### config.mk
export PLATFORM = sky130hd
export DESIGN_NAME = trapezoid_traffic_speed_tracker_core_flat
export DESIGN_NICKNAME = d
export VERILOG_FILES = /design/src/rtl/ttst_pkg.sv /design/src/rtl/ttst_if.sv /design/src/rtl/ttst_front.sv /design/src/rtl/ttst_fifo.sv /design/src/rtl/ttst_div.sv /design/src/rtl/ttst_back.sv /design/src/rtl/trapezoid_traffic_speed_tracker_core.sv /design/src/flat_wrapper.sv
export SDC_FILE = /design/constraint.sdc
export NUM_CORES = 2
export LEC_CHECK = 0
export BUFFER_PORTS_ARGS = -buffer_cell sky130_fd_sc_hd__buf_2
export CORE_ASPECT_RATIO = 0.5
export CORE_MARGIN = 1
export CORE_UTILIZATION = 55
export DETAILED_ROUTE_END_ITERATION = 8
export GPL_TIMING_DRIVEN = 1
export PLACE_DENSITY = 0.72
export SETUP_SLACK_MARGIN = 0.4
export SLEW_MARGIN = 20
export SYNTH_ARGS = -nofsm -noshare
export SYNTH_HDL_FRONTEND = slang
export SYNTH_SLANG_ARGS = --single-unit
### constraint.sdc
create_clock -name i_clk -period 41.4 [get_ports i_clk]
set_clock_uncertainty 0.2 [all_clocks]
set_input_delay 2.07 -clock i_clk [delete_from_list [all_inputs] [get_ports i_clk]]
set_output_delay 2.07 -clock i_clk [all_outputs]
set_load 0.02 [all_outputs]
### src/rtl/ttst_pkg.sv
`timescale 1ns / 1ps
// ----------------------------------------------------------------------------
// ttst_pkg
// Widths, constants and shared types of the trapezoid traffic speed tracker.
// ----------------------------------------------------------------------------
package ttst_pkg;

    localparam int TIME_W   = 63;
    localparam int BYTE_W   = 48;
    localparam int SPEED_W  = 48;
    localparam int K_W      = 31;
    // delta bytes times two seconds in ns stays below 2^79
    localparam int PROD_W   = BYTE_W + K_W;
    localparam int MUL_SPLIT = 24;
    localparam int QUEUE_DEPTH = 2;

    localparam logic [K_W-1:0]     NS_PER_S_X2 = K_W'(2000000000);
    localparam logic [SPEED_W-1:0] SPEED_MAX   = {SPEED_W{1'b1}};

    // one accepted sample with its deltas, as queued for the back end
    typedef struct packed {
        logic [TIME_W-1:0] t_now;
        logic [TIME_W-1:0] t_last;
        logic [TIME_W-1:0] dt;
        logic [BYTE_W-1:0] db;
    } t_job;

    typedef struct packed {
        logic [PROD_W-1:0] quo;
        logic [TIME_W-1:0] rem;
    } t_div_res;

endpackage

### src/rtl/ttst_if.sv
`timescale 1ns / 1ps
// ----------------------------------------------------------------------------
// ttst_if
// Valid/ready channels for traffic samples and speed results.
// ----------------------------------------------------------------------------
interface ttst_sample_if
    import ttst_pkg::*;
();
    logic              valid;
    logic              ready;
    logic [TIME_W-1:0] sample_time_ns;
    logic [BYTE_W-1:0] byte_total;

    modport source (output valid, output sample_time_ns, output byte_total, input ready);
    modport sink   (input valid, input sample_time_ns, input byte_total, output ready);
endinterface

interface ttst_speed_if
    import ttst_pkg::*;
();
    logic               valid;
    logic               ready;
    logic [SPEED_W-1:0] speed_bps;
    logic [TIME_W-1:0]  speed_at_ns;

    modport source (output valid, output speed_bps, output speed_at_ns, input ready);
    modport sink   (input valid, input speed_bps, input speed_at_ns, output ready);
endinterface

### src/rtl/ttst_front.sv
`timescale 1ns / 1ps
// ----------------------------------------------------------------------------
// ttst_front
// Accepts samples, drops stale or falling ones, tracks last time and total
// and forms the deltas for the back end.
// ----------------------------------------------------------------------------
module ttst_front
    import ttst_pkg::*;
(
    input  logic         i_clk,
    input  logic         i_rst_n,
    ttst_sample_if.sink  i_sample,
    input  logic         i_full,
    output logic         o_push,
    output t_job         o_job
);

    logic [TIME_W-1:0] r_last_time;
    logic [BYTE_W-1:0] r_last_total;
    logic              accept;
    logic              stale;

    assign i_sample.ready = !i_full;
    assign accept = i_sample.valid && i_sample.ready;
    assign stale  = (i_sample.sample_time_ns <= r_last_time) ||
                    (i_sample.byte_total < r_last_total);
    assign o_push = accept && !stale;

    assign o_job.t_now  = i_sample.sample_time_ns;
    assign o_job.t_last = r_last_time;
    assign o_job.dt     = i_sample.sample_time_ns - r_last_time;
    assign o_job.db     = i_sample.byte_total - r_last_total;

    always_ff @(posedge i_clk) begin
        if (!i_rst_n) begin
            r_last_time  <= '0;
            r_last_total <= '0;
        end else if (o_push) begin
            r_last_time  <= i_sample.sample_time_ns;
            r_last_total <= i_sample.byte_total;
        end
    end

    // a queued sample always moves time forward
    a_dt_nonzero: assert property (@(posedge i_clk) disable iff (!i_rst_n)
        o_push |-> (o_job.dt != '0))
        else $error("queued sample with zero elapsed time");

    a_state_moves: assert property (@(posedge i_clk) disable iff (!i_rst_n)
        o_push |=> (r_last_time == $past(i_sample.sample_time_ns)))
        else $error("last time not taken from accepted sample");

    a_stale_hold: assert property (@(posedge i_clk) disable iff (!i_rst_n)
        (accept && stale) |=> $stable(r_last_time) && $stable(r_last_total))
        else $error("stale sample changed tracker state");

endmodule

### src/rtl/ttst_fifo.sv
`timescale 1ns / 1ps
// ----------------------------------------------------------------------------
// ttst_fifo
// Small job queue between front and back end.
// ----------------------------------------------------------------------------
module ttst_fifo
    import ttst_pkg::*;
#(
    parameter int P_DEPTH = QUEUE_DEPTH
) (
    input  logic i_clk,
    input  logic i_rst_n,
    input  logic i_push,
    input  t_job i_job,
    output logic o_full,
    input  logic i_pop,
    output logic o_valid,
    output t_job o_job
);

    localparam int PTR_W = (P_DEPTH > 1) ? $clog2(P_DEPTH) : 1;
    localparam int CNT_W = $clog2(P_DEPTH + 1);

    t_job             r_mem [P_DEPTH];
    logic [PTR_W-1:0] r_wr_ptr;
    logic [PTR_W-1:0] r_rd_ptr;
    logic [CNT_W-1:0] r_count;
    logic [PTR_W-1:0] n_wr_ptr;
    logic [PTR_W-1:0] n_rd_ptr;

    assign o_full  = (r_count == CNT_W'(P_DEPTH));
    assign o_valid = (r_count != '0);
    assign o_job   = r_mem[r_rd_ptr];

    assign n_wr_ptr = (r_wr_ptr == PTR_W'(P_DEPTH - 1)) ? '0 : r_wr_ptr + 1'b1;
    assign n_rd_ptr = (r_rd_ptr == PTR_W'(P_DEPTH - 1)) ? '0 : r_rd_ptr + 1'b1;

    always_ff @(posedge i_clk) begin
        if (i_push) begin
            r_mem[r_wr_ptr] <= i_job;
        end
    end

    always_ff @(posedge i_clk) begin
        if (!i_rst_n) begin
            r_wr_ptr <= '0;
            r_rd_ptr <= '0;
            r_count  <= '0;
        end else begin
            if (i_push) begin
                r_wr_ptr <= n_wr_ptr;
            end
            if (i_pop) begin
                r_rd_ptr <= n_rd_ptr;
            end
            case ({i_push, i_pop})
                2'b10:   r_count <= r_count + 1'b1;
                2'b01:   r_count <= r_count - 1'b1;
                default: r_count <= r_count;
            endcase
        end
    end

    a_no_overflow: assert property (@(posedge i_clk) disable iff (!i_rst_n)
        i_push |-> !o_full)
        else $error("push into full job queue");

    a_no_underflow: assert property (@(posedge i_clk) disable iff (!i_rst_n)
        i_pop |-> o_valid)
        else $error("pop from empty job queue");

    a_count_range: assert property (@(posedge i_clk) disable iff (!i_rst_n)
        r_count <= CNT_W'(P_DEPTH))
        else $error("job queue count out of range");

endmodule

### src/rtl/ttst_div.sv
`timescale 1ns / 1ps
// ----------------------------------------------------------------------------
// ttst_div
// Radix-2 restoring divider, one quotient bit per cycle.
// ----------------------------------------------------------------------------
module ttst_div
    import ttst_pkg::*;
(
    input  logic              i_clk,
    input  logic              i_rst_n,
    input  logic              i_start,
    input  logic [PROD_W-1:0] i_dividend,
    input  logic [TIME_W-1:0] i_divisor,
    output logic              o_done,
    output t_div_res          o_res
);

    localparam int CNT_W = $clog2(PROD_W);

    logic              r_busy;
    logic              r_done;
    logic [CNT_W-1:0]  r_cnt;
    logic [PROD_W-1:0] r_quo;
    logic [TIME_W-1:0] r_rem;
    logic [TIME_W-1:0] r_div;
    logic [TIME_W:0]   trial;
    logic              take;
    logic [TIME_W:0]   trial_sub;

    // dividend bits shift out of the top of the quotient register
    assign trial     = {r_rem, r_quo[PROD_W-1]};
    assign take      = (trial >= {1'b0, r_div});
    assign trial_sub = trial - {1'b0, r_div};

    always_ff @(posedge i_clk) begin
        if (i_start) begin
            r_quo <= i_dividend;
            r_rem <= '0;
            r_div <= i_divisor;
        end else if (r_busy) begin
            r_quo <= {r_quo[PROD_W-2:0], take};
            r_rem <= take ? trial_sub[TIME_W-1:0] : trial[TIME_W-1:0];
        end
    end

    always_ff @(posedge i_clk) begin
        if (!i_rst_n) begin
            r_busy <= 1'b0;
            r_done <= 1'b0;
            r_cnt  <= '0;
        end else begin
            r_done <= 1'b0;
            if (i_start) begin
                r_busy <= 1'b1;
                r_cnt  <= CNT_W'(PROD_W - 1);
            end else if (r_busy) begin
                if (r_cnt == '0) begin
                    r_busy <= 1'b0;
                    r_done <= 1'b1;
                end else begin
                    r_cnt <= r_cnt - 1'b1;
                end
            end
        end
    end

    assign o_done    = r_done;
    assign o_res.quo = r_quo;
    assign o_res.rem = r_rem;

    a_no_restart: assert property (@(posedge i_clk) disable iff (!i_rst_n)
        i_start |-> !r_busy)
        else $error("divider restarted while busy");

    a_done_after_busy: assert property (@(posedge i_clk) disable iff (!i_rst_n)
        r_done |-> $past(r_busy))
        else $error("divider done without a run");

    a_rem_below: assert property (@(posedge i_clk) disable iff (!i_rst_n)
        (r_done && (r_div != '0)) |-> (r_rem < r_div))
        else $error("remainder not below divisor");

endmodule

### src/rtl/ttst_back.sv
`timescale 1ns / 1ps
// ----------------------------------------------------------------------------
// ttst_back
// Runs one queued sample: wide multiply, two divisions, speed select and
// saturation, then holds the result for the output channel.
// ----------------------------------------------------------------------------
module ttst_back
    import ttst_pkg::*;
(
    input  logic          i_clk,
    input  logic          i_rst_n,
    input  logic          i_job_valid,
    input  t_job          i_job,
    output logic          o_pop,
    ttst_speed_if.source  o_speed
);

    typedef enum logic [5:0] {
        S_IDLE = 6'b000001,
        S_MUL0 = 6'b000010,
        S_MUL1 = 6'b000100,
        S_GO   = 6'b001000,
        S_DIV  = 6'b010000,
        S_FIN  = 6'b100000
    } t_back_state;

    localparam int HI_W = BYTE_W - MUL_SPLIT;
    localparam int PP_W = HI_W + K_W;

    t_back_state        r_state;
    t_back_state        n_state;
    t_job               r_job;
    logic [PROD_W-1:0]  r_acc;
    logic [SPEED_W-1:0] r_last_speed;
    logic               r_out_valid;
    logic [SPEED_W-1:0] r_out_speed;
    logic [TIME_W-1:0]  r_out_time;

    logic [HI_W-1:0]    mul_op;
    logic [PP_W-1:0]    mul_pp;
    logic               div_go;
    logic               done_dt;
    logic               done_ps;
    t_div_res           res_dt;
    t_div_res           res_ps;
    logic               out_free;

    logic [PROD_W-1:0]  ps_ext;
    logic [PROD_W-1:0]  diff;
    logic               q_ge;
    logic               near;
    logic               sat;
    logic [SPEED_W-1:0] n_speed;
    logic [TIME_W-1:0]  n_time;

    // one 24x31 multiplier, low half then high half
    assign mul_op = (r_state == S_MUL0) ? HI_W'(r_job.db[MUL_SPLIT-1:0])
                                        : r_job.db[BYTE_W-1:MUL_SPLIT];
    assign mul_pp = mul_op * NS_PER_S_X2;

    assign div_go = (r_state == S_GO);

    ttst_div u_div_dt (
        .i_clk      (i_clk),
        .i_rst_n    (i_rst_n),
        .i_start    (div_go),
        .i_dividend (r_acc),
        .i_divisor  (r_job.dt),
        .o_done     (done_dt),
        .o_res      (res_dt)
    );

    // zero-crossing time, only used when the speed goes negative
    ttst_div u_div_ps (
        .i_clk      (i_clk),
        .i_rst_n    (i_rst_n),
        .i_start    (div_go),
        .i_dividend (r_acc),
        .i_divisor  (TIME_W'(r_last_speed)),
        .o_done     (done_ps),
        .o_res      (res_ps)
    );

    assign ps_ext = PROD_W'(r_last_speed);
    assign q_ge   = (res_dt.quo >= ps_ext);
    assign diff   = res_dt.quo - ps_ext;
    assign sat    = (diff > PROD_W'(SPEED_MAX));
    // quotient just under zero truncates to zero at the new timestamp
    assign near   = (res_dt.quo == ps_ext - 1'b1) && (res_dt.rem != '0);

    always_comb begin
        if (q_ge) begin
            n_speed = sat ? SPEED_MAX : diff[SPEED_W-1:0];
            n_time  = r_job.t_now;
        end else if (near) begin
            n_speed = '0;
            n_time  = r_job.t_now;
        end else begin
            n_speed = '0;
            n_time  = r_job.t_last + res_ps.quo[TIME_W-1:0];
        end
    end

    assign out_free = !r_out_valid || o_speed.ready;
    assign o_pop    = (r_state == S_IDLE) && i_job_valid;

    always_comb begin
        n_state = r_state;
        case (r_state)
            S_IDLE: if (i_job_valid) n_state = S_MUL0;
            S_MUL0: n_state = S_MUL1;
            S_MUL1: n_state = S_GO;
            S_GO:   n_state = S_DIV;
            S_DIV:  if (done_dt) n_state = S_FIN;
            S_FIN:  if (out_free) n_state = S_IDLE;
            default: n_state = S_IDLE;
        endcase
    end

    always_ff @(posedge i_clk) begin
        if (o_pop) begin
            r_job <= i_job;
        end
        if (r_state == S_MUL0) begin
            r_acc <= PROD_W'(mul_pp);
        end else if (r_state == S_MUL1) begin
            r_acc <= r_acc + {mul_pp, {MUL_SPLIT{1'b0}}};
        end
        if ((r_state == S_FIN) && out_free) begin
            r_out_speed <= n_speed;
            r_out_time  <= n_time;
        end
    end

    always_ff @(posedge i_clk) begin
        if (!i_rst_n) begin
            r_state      <= S_IDLE;
            r_last_speed <= '0;
            r_out_valid  <= 1'b0;
        end else begin
            r_state <= n_state;
            if ((r_state == S_FIN) && out_free) begin
                r_last_speed <= n_speed;
                r_out_valid  <= 1'b1;
            end else if (o_speed.ready) begin
                r_out_valid <= 1'b0;
            end
        end
    end

    assign o_speed.valid       = r_out_valid;
    assign o_speed.speed_bps   = r_out_speed;
    assign o_speed.speed_at_ns = r_out_time;

    a_div_lockstep: assert property (@(posedge i_clk) disable iff (!i_rst_n)
        done_dt == done_ps)
        else $error("dividers out of step");

    a_speed_time: assert property (@(posedge i_clk) disable iff (!i_rst_n)
        ((r_state == S_FIN) && (n_speed != '0)) |-> (n_time == r_job.t_now))
        else $error("nonzero speed not stamped with sample time");

    a_cross_before: assert property (@(posedge i_clk) disable iff (!i_rst_n)
        ((r_state == S_FIN) && !q_ge) |-> (n_time <= r_job.t_now))
        else $error("zero crossing after sample time");

endmodule

### src/rtl/trapezoid_traffic_speed_tracker_core.sv
`timescale 1ns / 1ps
// ----------------------------------------------------------------------------
// trapezoid_traffic_speed_tracker_core
// Estimates transfer speed from timestamped cumulative byte counts with the
// trapezoid rule, exact wide integer division and 48-bit saturation.
//
//   port      dir  role     fields
//   i_sample  in   sink     sample_time_ns[62:0], byte_total[47:0]
//   o_speed   out  source   speed_bps[47:0], speed_at_ns[62:0]
//
// Each sample that moves time forward passes the back end states in order:
// take the job, the split 24x31 multiply (low half, then high half), launch,
// the radix-2 dividers (one bit per step over the 79-bit product, then a
// done flag) and finish, which waits until the output register is free.
// Stale or falling samples are dropped in the cycle taken.
// Synchronous active-low reset clears the tracked state, queue and output.
// A queue of P_QUEUE_DEPTH jobs lets samples be taken while the back end
// works; the output register holds a result until the sink takes it.
// ----------------------------------------------------------------------------
module trapezoid_traffic_speed_tracker_core
    import ttst_pkg::*;
#(
    parameter int P_QUEUE_DEPTH = QUEUE_DEPTH
) (
    input  logic          i_clk,
    input  logic          i_rst_n,
    ttst_sample_if.sink   i_sample,
    ttst_speed_if.source  o_speed
);

    logic push;
    logic full;
    logic pop;
    logic job_valid;
    t_job job_in;
    t_job job_out;

    ttst_front u_front (
        .i_clk    (i_clk),
        .i_rst_n  (i_rst_n),
        .i_sample (i_sample),
        .i_full   (full),
        .o_push   (push),
        .o_job    (job_in)
    );

    ttst_fifo #(
        .P_DEPTH (P_QUEUE_DEPTH)
    ) u_fifo (
        .i_clk   (i_clk),
        .i_rst_n (i_rst_n),
        .i_push  (push),
        .i_job   (job_in),
        .o_full  (full),
        .i_pop   (pop),
        .o_valid (job_valid),
        .o_job   (job_out)
    );

    ttst_back u_back (
        .i_clk       (i_clk),
        .i_rst_n     (i_rst_n),
        .i_job_valid (job_valid),
        .i_job       (job_out),
        .o_pop       (pop),
        .o_speed     (o_speed)
    );

endmodule
### src/flat_wrapper.sv
// flat-port wrapper written by rule: the top's interface ports become plain ports
module trapezoid_traffic_speed_tracker_core_flat import ttst_pkg::*;
#(
    parameter int P_QUEUE_DEPTH = QUEUE_DEPTH
)
  (i_clk, i_rst_n, i_sample_valid, i_sample_sample_time_ns, i_sample_byte_total, i_sample_ready, o_speed_valid, o_speed_speed_bps, o_speed_speed_at_ns, o_speed_ready);
  ttst_sample_if i_sample_i ();
  ttst_speed_if o_speed_i ();
  input  logic i_clk;
  input  logic i_rst_n;
  input wire logic [$bits(i_sample_i.valid)-1:0] i_sample_valid;
  input wire logic [$bits(i_sample_i.sample_time_ns)-1:0] i_sample_sample_time_ns;
  input wire logic [$bits(i_sample_i.byte_total)-1:0] i_sample_byte_total;
  output wire logic [$bits(i_sample_i.ready)-1:0] i_sample_ready;
  output wire logic [$bits(o_speed_i.valid)-1:0] o_speed_valid;
  output wire logic [$bits(o_speed_i.speed_bps)-1:0] o_speed_speed_bps;
  output wire logic [$bits(o_speed_i.speed_at_ns)-1:0] o_speed_speed_at_ns;
  input wire logic [$bits(o_speed_i.ready)-1:0] o_speed_ready;
  assign i_sample_i.valid = i_sample_valid;
  assign i_sample_i.sample_time_ns = i_sample_sample_time_ns;
  assign i_sample_i.byte_total = i_sample_byte_total;
  assign i_sample_ready = i_sample_i.ready;
  assign o_speed_valid = o_speed_i.valid;
  assign o_speed_speed_bps = o_speed_i.speed_bps;
  assign o_speed_speed_at_ns = o_speed_i.speed_at_ns;
  assign o_speed_i.ready = o_speed_ready;
  trapezoid_traffic_speed_tracker_core #(.P_QUEUE_DEPTH(P_QUEUE_DEPTH)) u_core (.i_clk(i_clk), .i_rst_n(i_rst_n), .i_sample(i_sample_i), .o_speed(o_speed_i));
endmodule
## Yosys cells after proc, flatten, opt, wreduce, memory -nomap -nowiden

Memory sizes are Yosys's and may differ from the RTL's. A register that Yosys moved wholly into a read port is not among the register bits.
Cells that the tools add are included.

| storage, ports and cells | value |
|---|---|
| memories | 1 |
| register bits after elaboration | 772 |
| output and inout port bits | 113 |
| word-level logic and storage cells | 129 |
| RAM bits | 474 |
| input bits | 115 |

Memories:

| name | depth | width | read ports | clocked after Yosys merged registers in | wr ports | RTL line | source |
|---|---|---|---|---|---|---|---|
| u_core.u_fifo.r_mem | 2 | 237 | 1 | 1 | 1 | ttst_fifo.sv:24 | `t_job r_mem [P_DEPTH];` |

| operators by class | value |
|---|---|
| multiplexer cells | 37 |
| multipliers | 1 |
| $add $sub $neg | 14 |
| reduce and logical (&&, ||, !) cells | 26 |
| equal/unequal tests | 15 |
| $lt $le $gt $ge | 6 |
| bitwise gates (word level) | 4 |

Operators by type and width:

| kind | number |
|---|---|
| two-way mux 79 bit | 4 |
| two-way mux 63 bit | 4 |
| subtractor 63 bit | 2 |
| two-way mux 55 bit | 2 |
| two-way mux 48 bit | 2 |
| adder 79 bit | 1 |
| == test 79 bit | 1 |
| greater-or-equal comparator 79 x 48 -> 1 bit | 1 |
| greater-than comparator 79 x 48 -> 1 bit (second input constant) | 1 |
| subtractor 79 x 48 -> 79 bit | 1 |
| greater-or-equal comparator 64 x 48 -> 1 bit | 1 |
| greater-or-equal comparator 64 x 63 -> 1 bit | 1 |
| adder 63 bit | 1 |
| less-or-equal comparator 63 bit | 1 |
| nonzero test 63 bit | 1 |
| subtractor 63 x 48 -> 63 bit | 1 |
| subtractor 48 x 1 -> 49 bit (second input constant) | 1 |
| less-than comparator 48 bit | 1 |
| subtractor 48 bit | 1 |
| multiplier 24 x 21 -> 45 bit (second input constant) | 1 |
| two-way mux 7 bit | 6 |
| one-hot mux 6 bit (6 select lines) | 1 |
| two-way mux 24 bit | 1 |
| two-way mux 6 bit | 3 |
| other kinds (26) | 63 |

## Depth between registers and ports, before layout

| logic depth | value |
|---|---|
| depth in word-level cells | 6 |
| depth in mapped cells | 43 |
| mapped depth without buffers | 41 |

## Cells and area by module

A second synthesis with hierarchy kept.

| second synthesis, totals | value |
|---|---|
| cells, all modules | 8697 |
| area, all modules | 92377.3 um^2 |

By module, submodules not included:

| module | cells each | times used | seq. area each (um^2) | area each (um^2) |
|---|---|---|---|---|
| ttst_back | 3865 | 1 | 13382.8 | 38649.6 |
| ttst_fifo | 759 | 1 | 14333.7 | 17391.7 |
| ttst_div (u_core.u_back.u_div_dt) | 1263 | 1 | 5705.5 | 12445.7 |
| ttst_div (u_core.u_back.u_div_ps) | 1190 | 1 | 5705.5 | 12354.3 |
| ttst_front | 1620 | 1 | 2222.1 | 11536.1 |

## Worst setup path after synthesis

No wires, ideal clock.

| path | value |
|---|---|
| path type | in2reg |
| from | input port i_sample_byte_total[0] |
| to | register u_core.u_fifo.r_wr_ptr |
| arrival time | 16.678 ns |
| buffers on the path | 0 |
| data required time | 41.093 ns |
| library setup time | 0.107 ns |
| stages | 16 |
| setup slack | 24.416 ns |
| path through | inv_1 -> ha_1 -> fa_1 -> nor2b_1 -> o21a_1 -> o21ai_0 -> a31o_2 -> a21oi_1 -> o22ai_1 -> o31ai_1 -> a31oi_1 -> o31ai_1 -> a31oi_1 -> a311oi_1 -> nor2b_1 -> o21a_1 |

| on the way | value |
|---|---|
| longest elaborated chain between the ends | 4 |

RTL lines:

| what | RTL line | source |
|---|---|---|
| from (decl) | flat_wrapper.sv:13 | `input wire logic [$bits(i_sample_i.byte_total)-1:0] i_sample_byte_total;` |
| less-than comparator 48 bit | ttst_front.sv:26 | `(i_sample.byte_total < r_last_total);` |
| logical OR 1 bit | ttst_front.sv:25 | `assign stale = (i_sample.sample_time_ns <= r_last_time) \|\|` |
| logical NOT 1 bit | ttst_front.sv:27 | `assign o_push = accept && !stale;` |
| logical AND 1 bit | ttst_front.sv:27 |  |
| to (signal assigned) | ttst_fifo.sv:51 | `r_wr_ptr <= n_wr_ptr;` |
| to (decl) | ttst_fifo.sv:25 | `logic [PTR_W-1:0] r_wr_ptr;` |

Every way passes these cells.
A chain may end at the register's enable or synchronous reset.

## Worst setup path in the final report

| path | value |
|---|---|
| from | register u_core.u_back.r_state[5] |
| to | register u_core.u_back.r_acc[78] |

| on the way | value |
|---|---|
| longest elaborated chain between the ends | 4 |
| elaborated cells on any way between the ends | 5 |
| classes of those cells | 1 x add/sub; 1 x mul; 2 x eq/ne; 1 x mux |

RTL lines:

| what | RTL line | source |
|---|---|---|
| from (decl) | ttst_back.sv:30 | `t_back_state r_state;` |
| from (signal assigned) | ttst_back.sv:141 | `r_state <= n_state;` |
| == test 6 x 2 -> 1 bit | ttst_back.sv:57, ttst_back.sv:124 |  |
| two-way mux 24 bit | ttst_back.sv:57 | `assign mul_op = (r_state == S_MUL0) ? HI_W'(r_job.db[MUL_SPLIT-1:0])` |
| multiplier 24 x 21 -> 45 bit | ttst_back.sv:59 | `assign mul_pp = mul_op * NS_PER_S_X2;` |
| adder 79 bit | ttst_back.sv:127 | `r_acc <= r_acc + {mul_pp, {MUL_SPLIT{1'b0}}};` |
| to (signal assigned) | ttst_back.sv:125 | `r_acc <= PROD_W'(mul_pp);` |
| to (signal assigned) | ttst_back.sv:127 |  |
| to (decl) | ttst_back.sv:33 | `logic [PROD_W-1:0] r_acc;` |

Several ways; a longest one is shown, not always the timed one.

==> run_results.csv <==
group,metric,value,unit
run_status,status,"finished, final reports clean",
floorplan,boundaryPins,228,
worst_setup_path,worstSetupPathType,"reg2reg",
drt,antenna_left,0,
cts,cts_root_buffer,"clkbuf_16",
worst_setup_path,worstPathRequired,41.87,ns
logic_synthesis,yosys_warnings,0,
grt,grt_pass1_wl,361000,um
timing,layout_worst_path_cycle_share,28.2,%
worst_setup_path,crit_top_cell,"ha_1",
worst_setup_path,start_kind,"flop",
cts,clock_latency,0.80,ns
cts,cts_setup_buffers,0,
worst_setup_path,crit_fanout,20,
drt,drt-total-wl,236000,um
hold_path,hold_path_class,"reg2reg",
worst_setup_path,cp-end-kind,"flop",
timing,fin_crit,11.68,ns
logic_synthesis,syn_area_per_cell,10.6,sq um
grt,grt_max_degree,133,
timing,max_freq,85.6,MHz
timing,setup_viol,0,
cts,cts_resized,0,
logic_synthesis,yosys.cell_types.count,93,
place,port_buffers,227,
timing,final_max_slew_viol_count,0,
grt,grt_pass1_vias,60500,
drt,drt_iter0_markers,6131,
cts,cts_max_path_buffers,4,
floorplan,initial_utilization,55.4,%
logic_synthesis,ys_ff_latch,1473,
timing,setup_tns,0,ns
floorplan,rows,103,
logic_synthesis,synth_seq_area_share,46.6,%
timing,worst_pin_slew,1.15,ns
logic_synthesis,synth-edff-count,1136,
logic_synthesis,synth-main-ff-cell,"edfxtp_1",
grt,grt_usage,28.9,%
job,drv_cap,0,
cts,clk_pin_slew,0.07,ns
timing,relSlewSlack,21.7,%
logic_synthesis,syn_area,87600,sq um
worst_setup_path,crit_arrival,12.15,ns
cells_and_area,area_delta_synth_final,8.88,%
floorplan,die_area,161000,sq um
cts,clock-sinks,1473,
grt,antenna_found_initial,24,
place,gp_congestion,0.985,
drt,first_pass_iters,6,
drt,via_per_inst,5.99,
drt,routedWlPerCell,22.3,um
drt,drc,0,
floorplan,die_w,566,um
grt,grt_overflow,0,
cts,numCtsBuffers,144,
cells_and_area,drive_above_1_share,10.2,%
worst_setup_path,critPathSlowestCell,"mux2i_1",
worst_setup_path,crit_path_max_incr_delay,0.70,ns
cts,cts.htree.levels,4,
cts,cts_tree,"yes",
timing,rsz0062_at_grt,"no",
timing,final-hold-violation-count,0,
drt,vias,63400,
logic_synthesis,synthArstFlopShare,0,%
place,hpwl,178000,um
cts,cts_hold_buf,0,
logic_synthesis,synthCells,8239,
floorplan,die_h,284,um
cells_and_area,final_nets,9317,
floorplan,coreArea,158000,sq um
logic_synthesis,syn_nets,9184,
-- Yosys cell counts (22+ instances only) --
cell type     n  area (sq um)
mux2_1       24           270
mux2i_1     114          1140
o31ai_1     132           991
fa_1        223          4460
mux2_2      282          3180
or3_1        31           194
edfxtp_1   1136         34100
o21bai_1     58           435
a21boi_0     22           165
ha_1        607          7590
o21a_1       58           435
and2_1       72           450
nor2b_1      75           469
a211oi_1     99           743
nand3_1     234          1170
and3_1       54           338
a31oi_1      55           344
nand2_1     771          2890
nor4_1       55           344
or4_1        22           165
or2_2        22           138
o21ai_0     364          1820
a21oi_1     527          2640
o21ai_1      23           115
nand2b_1     67           419
inv_1       742          2790
xor2_1      176          1540
clkbuf_1    267          1000
dfxtp_1     337          6750
xnor2_1     313          2740
a21o_1      261          1960
nor3_1       89           445
nor2_1      478          1790
nand4_1     117           732
o211ai_1     25           188
-- kinds of logic after synthesis --
logic type	synth area share (%)
AOI/OAI and AO/OA	13.0
xor gates and xnor gates	4.89
adders and majority gates	13.8
buffers and inverters	4.61
DFF	46.6
muxes	5.24
and+or+nand+nor	11.9
-- placed cells by master (no fill, tap or decap), types with 261 or more instances in the layout --
master and count:
inv_1 739, a21o_1 261, xnor2_1 313, edfxtp_1 1136, ha_1 607, o21ai_0 364, dfxtp_1 334, mux2_2 282
a21oi_1 527, nand2_1 770, nor2_1 475
-- worst max-delay path: cells and delay by family, from the launching register on --
family,cells,cell delay (ns)
mux,1,0.70
buf+inv,7,1.11
flops,1,0.36
compound gates,12,2.80
xor+xnor,2,0.25
simple gates,9,2.81
fa+ha+maj,9,3.36
-- sequential cells by signal (all words and copies together) (netlist names), 2 cells and up --
signal	cells
u_core.u_back.r_acc	69
u_core.u_back.u_div_ps.r_quo	79
u_core.u_back.u_div_ps.r_div	48
u_core.u_back.o_speed.speed_bps	48
u_core.u_fifo.r_count	2
u_core.u_back.u_div_dt.r_cnt	7
u_core.u_front.r_last_total	48
u_core.u_back.u_div_dt.r_quo	79
u_core.u_back.u_div_ps.r_cnt	7
u_core.u_back.r_job	237
u_core.u_front.r_last_time	63
u_core.u_back.r_last_speed	48
u_core.u_back.u_div_dt.r_div	63
u_core.u_back.o_speed.speed_at_ns	63
u_core.u_back.u_div_ps.r_rem	63
u_core.u_back.u_div_dt.r_rem	63
u_core.u_fifo.r_mem	474
u_core.u_back.r_state	6
-- area by class of cell --
cell class | count | area, sq um
repair buffers | 293 | 1660
well taps | 2100 | 2630
inverters | 745 | 2810
diodes | 9 | 22.5
clock buffers | 188 | 3910
flip-flops and latches | 1473 | 40900
fillers | 13100 | 62600
multi-input cells | 5715 | 42800
clock inverters | 65 | 706
-- path summary, 6_finish.rpt --
kind	to	startpoint	depth (start not counted)	slack (ns)
max	u_core.u_back.r_acc[78]	u_core.u_back.r_state[5]	40	29.72
min	u_core.u_back.u_div_dt.r_div[13]	u_core.u_back.r_job[61]	0	0.22
max reg2reg	u_core.u_back.r_acc[78]	u_core.u_back.r_state[5]	40	29.72
min reg2reg	u_core.u_back.u_div_dt.r_div[13]	u_core.u_back.r_job[61]	0	0.22
-- stage by stage --
| stage | hold WS [ns] | util (%) | worst slack (ns) | instance area, sq um | instances |
|---|---|---|---|---|---|
| 2_1_floorplan | 0.200 | - | 24.42 | 87600 | 8239 |
| 3_3_place_gp | 0.202 | 57.4 | 30.20 | 90700 | 10300 |
| 3_5_place_dp | 0.205 | 57.4 | 29.94 | 90700 | 10300 |
| 4_1_cts | 0.219 | 60.4 | 29.88 | 95400 | 10600 |
| 5_1_grt | 0.223 | 60.4 | 29.11 | 95400 | 10600 |
| 6_report | 0.219 | 60.4 | 29.72 | 95400 | 10600 |
-- routing by layer --
metal | wire length (um) | vias up | global-route usage [%]
li1 | - | 29900 | -
met1 | 109000 | 31000 | 43.1
met2 | 103000 | 2256 | 43.7
met3 | 18100 | 312 | 4.41
met4 | 6210 | 2 | 7.67
met5 | 13 | - | 0
Power is not shown: default switching activity piles up to over one toggle a cycle in this logic, so the estimate is an artifact.
